==> src/sv/jak_pkg.sv <==
`default_nettype none

package jak_pkg;

    localparam int KEYED_AXES_DEF = 8;
    localparam int MAX_SLOTS      = 16;
    localparam int SLOT_W         = 4;
    localparam int THR_W          = 15;

    localparam logic [THR_W-1:0] THR_RESET = 15'd4915;

    localparam logic       FUNC_EVENT  = 1'b0;
    localparam logic       FUNC_TICK   = 1'b1;
    localparam logic [1:0] KIND_BUTTON = 2'd0;
    localparam logic [1:0] KIND_AXIS   = 2'd1;
    localparam logic       KEY_BUTTON  = 1'b0;
    localparam logic       KEY_SLOT    = 1'b1;

    typedef enum logic [1:0] {
        ST_IDLE,
        ST_SCAN,
        ST_EMIT
    } t_state;

    typedef struct packed {
        logic               func;
        logic [1:0]         event_kind;
        logic [7:0]         event_number;
        logic signed [15:0] event_value;
    } t_in_word;

    typedef struct packed {
        logic       key_kind;
        logic [7:0] key_index;
        logic       key_down;
        logic       last;
    } t_out_word;

    typedef struct packed {
        logic              busy;
        logic              accept;
        logic              scan;
        logic              load_key;
        logic              commit;
        logic [SLOT_W-1:0] cnt;
    } t_cmd;

    typedef struct packed {
        logic out_free;
        logic diff_bit;
    } t_sts;

endpackage

`default_nettype wire

==> src/sv/jak_ctrl.sv <==
`default_nettype none

module jak_ctrl
    import jak_pkg::*;
#(
    parameter int KEYED_AXES = KEYED_AXES_DEF
) (
    input  wire logic i_clk,
    input  wire logic i_rst_n,
    input  wire logic i_in_valid,
    input  wire logic i_func,
    input  wire t_sts i_sts,
    output t_cmd      o_cmd
);

    localparam int SLOT_AXES = (KEYED_AXES < 8) ? KEYED_AXES : 8;
    localparam logic [SLOT_W-1:0] SCAN_LAST = SLOT_W'(SLOT_AXES - 1);
    localparam logic [SLOT_W-1:0] EMIT_LAST = SLOT_W'(MAX_SLOTS - 1);

    t_state            r_state, n_state;
    logic [SLOT_W-1:0] r_cnt, n_cnt;
    logic              accept;
    logic              emit_hold;

    assign accept    = (r_state == ST_IDLE) && i_in_valid && i_sts.out_free;
    assign emit_hold = i_sts.diff_bit && !i_sts.out_free;

    always_comb begin
        n_state = r_state;
        n_cnt   = r_cnt;
        case (r_state)
            ST_IDLE: begin
                n_cnt = '0;
                if (accept && i_func == FUNC_TICK) begin
                    n_state = ST_SCAN;
                end
            end
            ST_SCAN: begin
                if (r_cnt == SCAN_LAST) begin
                    n_state = ST_EMIT;
                    n_cnt   = '0;
                end else begin
                    n_cnt = r_cnt + 1'b1;
                end
            end
            ST_EMIT: begin
                if (!emit_hold) begin
                    if (r_cnt == EMIT_LAST) begin
                        n_state = ST_IDLE;
                        n_cnt   = '0;
                    end else begin
                        n_cnt = r_cnt + 1'b1;
                    end
                end
            end
            default: begin
                n_state = ST_IDLE;
                n_cnt   = '0;
            end
        endcase
    end

    always_comb begin
        o_cmd          = '0;
        o_cmd.cnt      = r_cnt;
        o_cmd.busy     = (r_state != ST_IDLE);
        case (r_state)
            ST_IDLE: begin
                o_cmd.accept = accept;
            end
            ST_SCAN: begin
                o_cmd.scan = 1'b1;
            end
            ST_EMIT: begin
                o_cmd.load_key = i_sts.diff_bit && i_sts.out_free;
                o_cmd.commit   = !emit_hold && (r_cnt == EMIT_LAST);
            end
            default: begin
                o_cmd.busy = 1'b1;
            end
        endcase
    end

    always_ff @(posedge i_clk) begin
        if (!i_rst_n) begin
            r_state <= ST_IDLE;
            r_cnt   <= '0;
        end else begin
            r_state <= n_state;
            r_cnt   <= n_cnt;
        end
    end

endmodule

`default_nettype wire

==> src/sv/jak_dpath.sv <==
`default_nettype none

module jak_dpath
    import jak_pkg::*;
#(
    parameter int KEYED_AXES = KEYED_AXES_DEF
) (
    input  wire logic             i_clk,
    input  wire logic             i_rst_n,
    input  wire t_in_word         i_in_word,
    input  wire logic             i_cfg_valid,
    input  wire logic [THR_W-1:0] i_cfg_data,
    input  wire logic             i_out_stall,
    input  wire t_cmd             i_cmd,
    output t_sts                  o_sts,
    output logic                  o_out_valid,
    output t_out_word             o_out_word
);

    localparam int AW = (KEYED_AXES > 1) ? $clog2(KEYED_AXES) : 1;

    logic signed [15:0]    r_axis [KEYED_AXES];
    logic [THR_W-1:0]      r_thr;
    logic [MAX_SLOTS-1:0]  r_bits, n_bits;
    logic [MAX_SLOTS-1:0]  r_prev;
    logic                  r_out_valid, n_out_valid;
    t_out_word             r_out, n_out;

    logic                  out_free;
    logic [MAX_SLOTS-1:0]  diff;
    logic [MAX_SLOTS-1:0]  upper;
    logic [AW-1:0]         wr_idx;
    logic [AW-1:0]         rd_idx;
    logic                  wr_en;
    logic signed [16:0]    sample;
    logic signed [16:0]    thr_pos;
    logic [SLOT_W-1:0]     slot_neg;
    logic [SLOT_W-1:0]     slot_pos;

    assign out_free = !r_out_valid || !i_out_stall;
    assign diff     = r_bits ^ r_prev;
    assign upper    = diff >> i_cmd.cnt;

    assign o_sts.out_free = out_free;
    assign o_sts.diff_bit = diff[i_cmd.cnt];

    assign wr_idx = i_in_word.event_number[AW-1:0];
    assign wr_en  = i_cmd.accept && i_in_word.func == FUNC_EVENT
                 && i_in_word.event_kind == KIND_AXIS
                 && i_in_word.event_number < 8'(KEYED_AXES);

    assign rd_idx   = AW'(i_cmd.cnt);
    assign sample   = 17'(r_axis[rd_idx]);
    assign thr_pos  = $signed({2'b00, r_thr});
    assign slot_neg = {i_cmd.cnt[SLOT_W-2:0], 1'b0};
    assign slot_pos = {i_cmd.cnt[SLOT_W-2:0], 1'b1};

    always_comb begin
        n_bits = r_bits;
        if (i_cmd.accept) begin
            n_bits = '0;
        end else if (i_cmd.scan) begin
            if (sample < -thr_pos) begin
                n_bits[slot_neg] = 1'b1;
            end else if (sample > thr_pos) begin
                n_bits[slot_pos] = 1'b1;
            end
        end
    end

    always_comb begin
        n_out       = r_out;
        n_out_valid = r_out_valid && i_out_stall;
        if (i_cmd.accept && i_in_word.func == FUNC_EVENT
                && i_in_word.event_kind == KIND_BUTTON) begin
            n_out.key_kind  = KEY_BUTTON;
            n_out.key_index = i_in_word.event_number;
            n_out.key_down  = (i_in_word.event_value != '0);
            n_out.last      = 1'b1;
            n_out_valid     = 1'b1;
        end else if (i_cmd.load_key) begin
            n_out.key_kind  = KEY_SLOT;
            n_out.key_index = 8'(i_cmd.cnt);
            n_out.key_down  = r_bits[i_cmd.cnt];
            n_out.last      = (upper[MAX_SLOTS-1:1] == '0);
            n_out_valid     = 1'b1;
        end
    end

    always_ff @(posedge i_clk) begin
        if (!i_rst_n) begin
            for (int i = 0; i < KEYED_AXES; i++) begin
                r_axis[i] <= '0;
            end
            r_thr       <= THR_RESET;
            r_bits      <= '0;
            r_prev      <= '0;
            r_out_valid <= 1'b0;
        end else begin
            if (wr_en) begin
                r_axis[wr_idx] <= i_in_word.event_value;
            end
            if (i_cfg_valid) begin
                r_thr <= i_cfg_data;
            end
            r_bits      <= n_bits;
            if (i_cmd.commit) begin
                r_prev <= r_bits;
            end
            r_out_valid <= n_out_valid;
        end
    end

    always_ff @(posedge i_clk) begin
        r_out <= n_out;
    end

    assign o_out_valid = r_out_valid;
    assign o_out_word  = r_out;

endmodule

`default_nettype wire

==> src/sv/joystick_axis_to_key_events.sv <==
// Joystick axis to key events.
// Input channel (i_in_valid / o_in_stall, word i_in_word): joystick events
// and poll ticks. Output channel (o_out_valid / i_out_stall, word
// o_out_word): key press and release words, the last one of each input
// marked by its last flag. Config channel (i_cfg_valid / o_cfg_ready,
// always ready): the 15-bit dead zone threshold.
// A button event is taken when the output register is free and its key word
// shows on the next cycle. An axis event emits nothing. A tick scans one
// axis per cycle, min(KEYED_AXES, 8) axes, then walks the 16 direction
// slots one per cycle unless held, emitting a word for each changed slot;
// the input stays stalled until the walk ends. A stalled output holds the
// slot walk only while a changed slot waits for the output register.
// One input is in work at a time.
// Reset clears the axis samples and direction bits and loads threshold 4915.
// While the receiver stalls, the output word holds and o_in_stall stays high
// as long as that word waits, whatever the kind of the next input.
`default_nettype none

module joystick_axis_to_key_events
    import jak_pkg::*;
#(
    parameter int KEYED_AXES = KEYED_AXES_DEF
) (
    input  wire logic             i_clk,
    input  wire logic             i_rst_n,
    input  wire logic             i_in_valid,
    output logic                  o_in_stall,
    input  wire t_in_word         i_in_word,
    input  wire logic             i_cfg_valid,
    output logic                  o_cfg_ready,
    input  wire logic [THR_W-1:0] i_cfg_data,
    output logic                  o_out_valid,
    input  wire logic             i_out_stall,
    output t_out_word             o_out_word
);

    t_cmd cmd;
    t_sts sts;

    jak_ctrl #(
        .KEYED_AXES(KEYED_AXES)
    ) u_ctrl (
        .i_clk      (i_clk),
        .i_rst_n    (i_rst_n),
        .i_in_valid (i_in_valid),
        .i_func     (i_in_word.func),
        .i_sts      (sts),
        .o_cmd      (cmd)
    );

    jak_dpath #(
        .KEYED_AXES(KEYED_AXES)
    ) u_dpath (
        .i_clk       (i_clk),
        .i_rst_n     (i_rst_n),
        .i_in_word   (i_in_word),
        .i_cfg_valid (i_cfg_valid),
        .i_cfg_data  (i_cfg_data),
        .i_out_stall (i_out_stall),
        .i_cmd       (cmd),
        .o_sts       (sts),
        .o_out_valid (o_out_valid),
        .o_out_word  (o_out_word)
    );

    assign o_in_stall  = cmd.busy || !sts.out_free;
    assign o_cfg_ready = 1'b1;

    a_tick_busy: assert property (@(posedge i_clk) disable iff (!i_rst_n)
        (i_in_valid && !o_in_stall && i_in_word.func == FUNC_TICK) |=> cmd.busy)
        else $error("tick accepted without entering scan");

    a_button_out: assert property (@(posedge i_clk) disable iff (!i_rst_n)
        (i_in_valid && !o_in_stall && i_in_word.func == FUNC_EVENT
            && i_in_word.event_kind == KIND_BUTTON)
        |=> (o_out_valid && o_out_word.last && o_out_word.key_kind == KEY_BUTTON))
        else $error("button event did not produce a key word");

    a_busy_stall: assert property (@(posedge i_clk) disable iff (!i_rst_n)
        cmd.busy |-> o_in_stall)
        else $error("input taken while a tick is in work");

    a_load_free: assert property (@(posedge i_clk) disable iff (!i_rst_n)
        cmd.load_key |-> (sts.out_free && !cmd.accept))
        else $error("key word loaded over a pending word");

endmodule

`default_nettype wire

==> config.mk <==
export PLATFORM = sky130hd
export DESIGN_NAME = joystick_axis_to_key_events
export DESIGN_NICKNAME = d
export VERILOG_FILES = /design/src/sv/jak_pkg.sv /design/src/sv/jak_ctrl.sv /design/src/sv/jak_dpath.sv /design/src/sv/joystick_axis_to_key_events.sv
export SDC_FILE = /design/constraint.sdc
export NUM_CORES = 1
export LEC_CHECK = 0
export ABC_AREA = 1
export BUFFER_PORTS_ARGS = -buffer_cell sky130_fd_sc_hd__clkbuf_2
export CAP_MARGIN = 5
export CORE_ASPECT_RATIO = 0.8
export CORE_MARGIN = 3
export CORE_UTILIZATION = 26
export DETAILED_ROUTE_END_ITERATION = 7
export PLACE_DENSITY = 0.37
export REMOVE_ABC_BUFFERS = 1
export SLEW_MARGIN = 30
export SYNTH_ARGS = -nofsm -noshare
export SYNTH_HDL_FRONTEND = slang
export SYNTH_SLANG_ARGS = --single-unit
==> constraint.sdc <==
create_clock -name i_clk -period 4.8 [get_ports i_clk]
set_input_delay 0.24 -clock i_clk [delete_from_list [all_inputs] [get_ports i_clk]]
set_output_delay 0.24 -clock i_clk [all_outputs]
set_load 0.01 [all_outputs]
-- After elaboration in Yosys (flattened, before gate mapping)
Memories as Yosys holds them, arrays and structs flattened. A register that Yosys moved wholly into a read port is not among the register bits.
Cells that the tools add are included.
- add/sub/neg operators: 2
- order comparisons: 8
- eq/ne operators: 9
- bitwise logic cells: 5
- mux-type cells: 36
- reduce and logical (&&, ||, !) cells: 31
- shifts and indexed selects: 1
- operator list (cell ; number):
    $mux W16 ; 3
    $mux W10 ; 2
    $lt A16 B17 Y1 ; 1
    $neg A15 Y17 ; 1
    $gt A16 B16 Y1 ; 1
    $or A16 B15 Y16 ; 1
    $or A16 B16 Y16 ; 1
    $reduce_bool A16 Y1 ; 1
    $reduce_or A16 Y1 ; 1
    $shr A16 B4 Y16 ; 1
    $xor A16 B16 Y16 ; 1
    $logic_not A15 Y1 ; 1
    $lt A4 B5 Y1 const B ; 3
    $mux W1 ; 14
    $logic_and A1 B1 Y1 ; 13
    $mux W4 ; 3
    $mux W2 ; 5
    $mux W3 ; 3
    $bmux W1 S4 ; 2
    $ge A4 B1 Y1 const B ; 2
    $lt A8 B4 Y1 const B ; 1
    $pmux W4 S2 ; 1
    $demux W1 S3 ; 2
    $pmux W2 S3 ; 1
    other kinds (16) ; 27
- register bits: 65
- memories kept: 1
- RAM bits: 128
- memories (name ; depth ; width ; rd ports ; clocked after memory_dff ; write ports ; RTL line ; source):
    u_dpath.r_axis ; 8 ; 16 ; 1 ; 1 ; 8 ; jak_dpath.sv:22 ; logic signed [15:0] r_axis [KEYED_AXES];

-- Depth between registers and ports, before layout
- depth after elaboration: 12
- gate-level depth with buffers: 22
- depth with buffers taken out: 22

-- Cells and area by module
A second synthesis with hierarchy kept.
- cells, all modules: 1022
- area total of the unflattened synthesis: 9659.3 um^2
- modules (own cells, without submodules) (module ; area each (um^2) ; instances ; cells each):
    jak_dpath ; 9187.6 ; 1 ; 955
    jak_ctrl ; 452.9 ; 1 ; 63
    joystick_axis_to_key_events ; 18.8 ; 1 ; 4

-- Least setup slack after synthesis
No wires, ideal clock.
- kind: reg-to-reg
- start: register u_dpath.r_thr[1]
- end: register u_dpath.r_bits[0]
- cell stages (with the launch flop): 22
- data arrival time: 2.601 ns
- path buffers: 0
- period minus slack after synthesis: 2.733 ns
- slack: 2.067 ns
- data required time: 4.668 ns
- cell sequence: dfxtp_1 > inv_1 > ha_1 > nand3_1 > nor2_1 > nand2_1 > nor2_1 > nand4_1 > nor3_2 > nand3_1 > xor2_1 > ha_1 > nand2_1 > nor2_1 > and2_1 > nand3b_1 > nand3_1 > nand2_1 > nand2_2 > inv_2 > nand3_1 > a21oi_1
- word-level cells in the longest chain between the ends: 4
- elaborated cells between the ends (all ways): 6
- classes of those cells: add/sub: 1; order compare: 2; mux: 1; reduce/logical: 2
- ends and longest elaborated chain (element ; RTL line ; source):
    start: declaration ; jak_dpath.sv:23 ; logic [THR_W-1:0] r_thr;
    start signal: assignment ; jak_dpath.sv:104 ; r_thr <= i_cfg_data;
    $neg A15 Y17 ; jak_dpath.sv:63 ; if (sample < -thr_pos) begin
    $lt A16 B17 Y1 ; jak_dpath.sv:63 ;
    $reduce_bool A2 Y1 (no source line) ; n/a ;
    $reduce_and A2 Y1 (no source line) ; n/a ;
    end signal: assignment ; jak_dpath.sv:106 ; r_bits <= n_bits;
    end: declaration ; jak_dpath.sv:24 ; logic [MAX_SLOTS-1:0] r_bits, n_bits;
Several ways; a longest one is shown, not always the timed one.
A chain may end at the register's enable or synchronous reset.

-- Final worst setup path
- start: register u_dpath.r_thr[0]
- end: register u_dpath.r_bits[2]
The elaborated chain is that of the path after synthesis.

==> flow_summary_export.csv <==
group,metric,value,unit
floorplan,die_y,185,um
synth,syn_inst,1196,
layout,n_antenna_cell,0,
power_and_ir_drop,p_switching,1.44,mW
power_and_ir_drop,peakVddDrop,0.279,mV
placement,postPlaceCellArea,0.0111,mm^2
status,status,"finished clean",
power_and_ir_drop,comb_power_share,21.9,%
floorplan,initial_core_util,26.7,%
layout,drive_above_1_share,12.8,%
synth,synth_seq_cells,196,
layout,area_growth,13.7,%
clock_tree,cts_buffer_depth,2,
sta,period_minus_slack,3.50,ns
synth,synth.avg_cell_area,8.66,um^2
clock_tree,htree_levels,4,
power_and_ir_drop,swShare,32.7,%
global_route,grt-ovfl-total,0,
synth,ys_types,45,
global_route,grt_max_degree,65,
sta,hold_ws,0.0215,ns
layout,layout_commonest_cell,"nor2_1",
synth,synth_flop_cell,"edfxtp_1",
power_and_ir_drop,p_leak,4.94,nW
detailed_routing,finalWirelength,33.3,mm
detailed_routing,first_pass_iters,7,
detailed_routing,ant_nets,0,
sta,tns,0,ns
detailed_routing,post-route-drc-count,0,
detailed_routing,vias,8258,
floorplan,pin_count,61,
power_and_ir_drop,power_density,375,mW/mm^2
sta,relSlewSlack,36.5,%
sta,hold_viol_final,0,
clock_tree,cts_resized,0,
layout,nets,1324,
clock_tree,cts_root_buf,"clkbuf_16",
clock_tree,cts_tree,"built",
layout,seq_area,0.00530,mm^2
sta,finalClockSkew,0.0129,ns
placement,gp_congestion,0.782,
placement,pre_cts_ws,1.30,ns
critical_path,crit_type,"reg -> reg",
power_and_ir_drop,pwr-share-clk,35.0,%
sta,drv_slew,0,
clock_tree,insertion_delay,0.47,ns
clock_tree,numCtsBuffers,17,
critical_path,required,5.18,ns
synth,ys_seq_area_share,51.1,%
critical_path,crit_path_end_kind,"flop",
critical_path,path_max_fanout,9,
global_route,grt_pass1_vias,7991,
sta,max_freq,286,MHz
placement,portBuffers,59,
floorplan,core_area,0.0388,mm^2
power_and_ir_drop,power_frac_seq,43.1,%
critical_path,worstPathArrival,3.88,ns
floorplan,die_w,229,um
synth,synth-edff-count,137,
global_route,grt_util_all_layers,16.1,%
sta,fin_ws,1.30,ns
critical_path,cp-start-kind,"flop",
power_and_ir_drop,internal_power,2.97,mW
global_route,grt_pass1_wl,50.8,mm
synth,synthArstFlopShare,0,%
flow_run,max_cap_viol_count,0,
placement,dp_hpwl,22.4,mm
layout,multi_input_area,0.00434,mm^2
sta,setup_viol,0,
synth,ys_warn_count,0,
synth,synthesis.area,0.0104,mm^2
layout,fill_cells,4139,
global_route,antenna_found_initial,0,
clock_tree,clkSinkCount,196,
detailed_routing,via_per_inst,4.64,
sta,tightest_slew,0.941,ns
detailed_routing,wl_per_cell,18.7,um
worst_hold_path,hold_class,"in -> reg",
power_and_ir_drop,power,4.41,mW
sta,rsz0062_at_grt,"no",
clock_tree,clk_pin_slew,0.08,ns
floorplan,die-area,0.0423,mm^2
floorplan,rows,64,
layout,design_area,0.0118,mm^2
sta,fin_crit_sh,72.9,%
detailed_routing,drtIter0Drc,721,
layout,final_cell_mix,"nor2_1, nand2_1, edfxtp_1",
-- area by class of cell --
class	count	area share (%)
Sequential cell	196	45.0
Multi-Input combinational cell	837	36.9
Tap cell	528	5.61
Inverter	115	3.73
Clock buffer	18	3.64
Timing Repair Buffer	73	3.61
Clock inverter	14	1.55
-- worst max-delay path: stages, from the launching register on --
cell,delay (ns)
dfxtp_1,0.34
inv_1,0.07
ha_1,0.18
nand3_1,0.13
nor2_1,0.13
nand2_1,0.10
nor2_1,0.15
nand4_1,0.17
nor3_2,0.27
nand3_1,0.19
xor2_1,0.18
ha_1,0.30
nand2_1,0.06
nor2_1,0.12
and2_1,0.16
nand3b_1,0.10
nand4_1,0.13
nand2_2,0.17
inv_2,0.21
nand3_1,0.09
a21oi_1,0.16
-- power groups by stage --
stage / combinational (mW) / sequential (mW) / clock (mW)
6_report: 0.967 / 1.90 / 1.54
5_1_grt: 1.11 / 1.91 / 1.64
4_1_cts: 0.977 / 1.90 / 1.58
3_5_place_dp: 0.969 / 1.94 / 0
3_3_place_gp: 0.976 / 1.94 / 0
2_1_floorplan: 0.596 / 1.97 / 0
-- metal layers --
metal	wire length [um]	track usage, %	vias to the layer above
met4	276	3.24	0
met5	0	0	-
li1	-	-	4087
met3	1500	3.29	17
met1	17900	24.6	3976
met2	13600	23.2	178
-- what timing repair did --
| action | in CTS | in global routing |
|---|---|---|
| hold endpoints to repair | 5 | 0 |
| setup buffers | 0 | 0 |
| hold buffers | 5 | 0 |
-- Yosys cell counts, drive strengths merged (2+ instances only) --
cell,n,share of area [%]
a21o,3,0.22
a21oi,53,2.6
a221oi,2,0.17
a31oi,14,0.85
and2,2,0.12
buf,21,1.8
clkbuf,27,0.98
clkinv,17,0.62
dfxtp,59,11
edfxtp,137,40
ha,37,4.5
inv,98,3.6
nand2,167,7.1
nand3,60,3.4
nand4,20,1.2
nor2,311,12
nor3,9,0.69
o211ai,2,0.14
o21ai,105,5.1
o22ai,22,1.3
xnor2,8,0.68
xor2,15,1.3
-- logic make-up after synthesis --
group                      synth area share, %
AOI/OAI and AO/OA                         10.6
xor gates and xnor gates                  1.94
adders and majority gates                 4.47
buffers and inverters                     7.03
DFF                                       51.1
other                                   0.0362
and+or+nand+nor                           24.8
-- state kept, by name, summed over array words and instances (netlist names), named ones only --
signal / count
u_ctrl.r_state: 2
u_dpath.r_prev: 16
u_dpath.r_bits: 16
u_ctrl.r_cnt: 4
u_dpath.o_out_valid: 1
u_dpath.o_out_word: 11
u_dpath.r_axis: 128
u_dpath.r_thr: 15
-- metrics by stage --
step           util [%]  cells
5_1_grt            30.4   1781
3_3_place_gp       28.7   1744
6_report           30.4   1781
2_1_floorplan         -   1148
4_1_cts            30.4   1781
3_5_place_dp       28.7   1744
-- final timing paths --
check	from	end	slack, ns	cells after the start
max	u_dpath.r_thr[0]	u_dpath.r_bits[2]	1.30	20
min	i_cfg_data[8]	u_dpath.r_thr[8]	0.02	3
max reg2reg	u_dpath.r_thr[0]	u_dpath.r_bits[2]	1.30	20
min reg2reg	u_dpath.o_out_word[10]	u_dpath.o_out_word[10]	0.46	2
(Power assumes the default switching activity.)
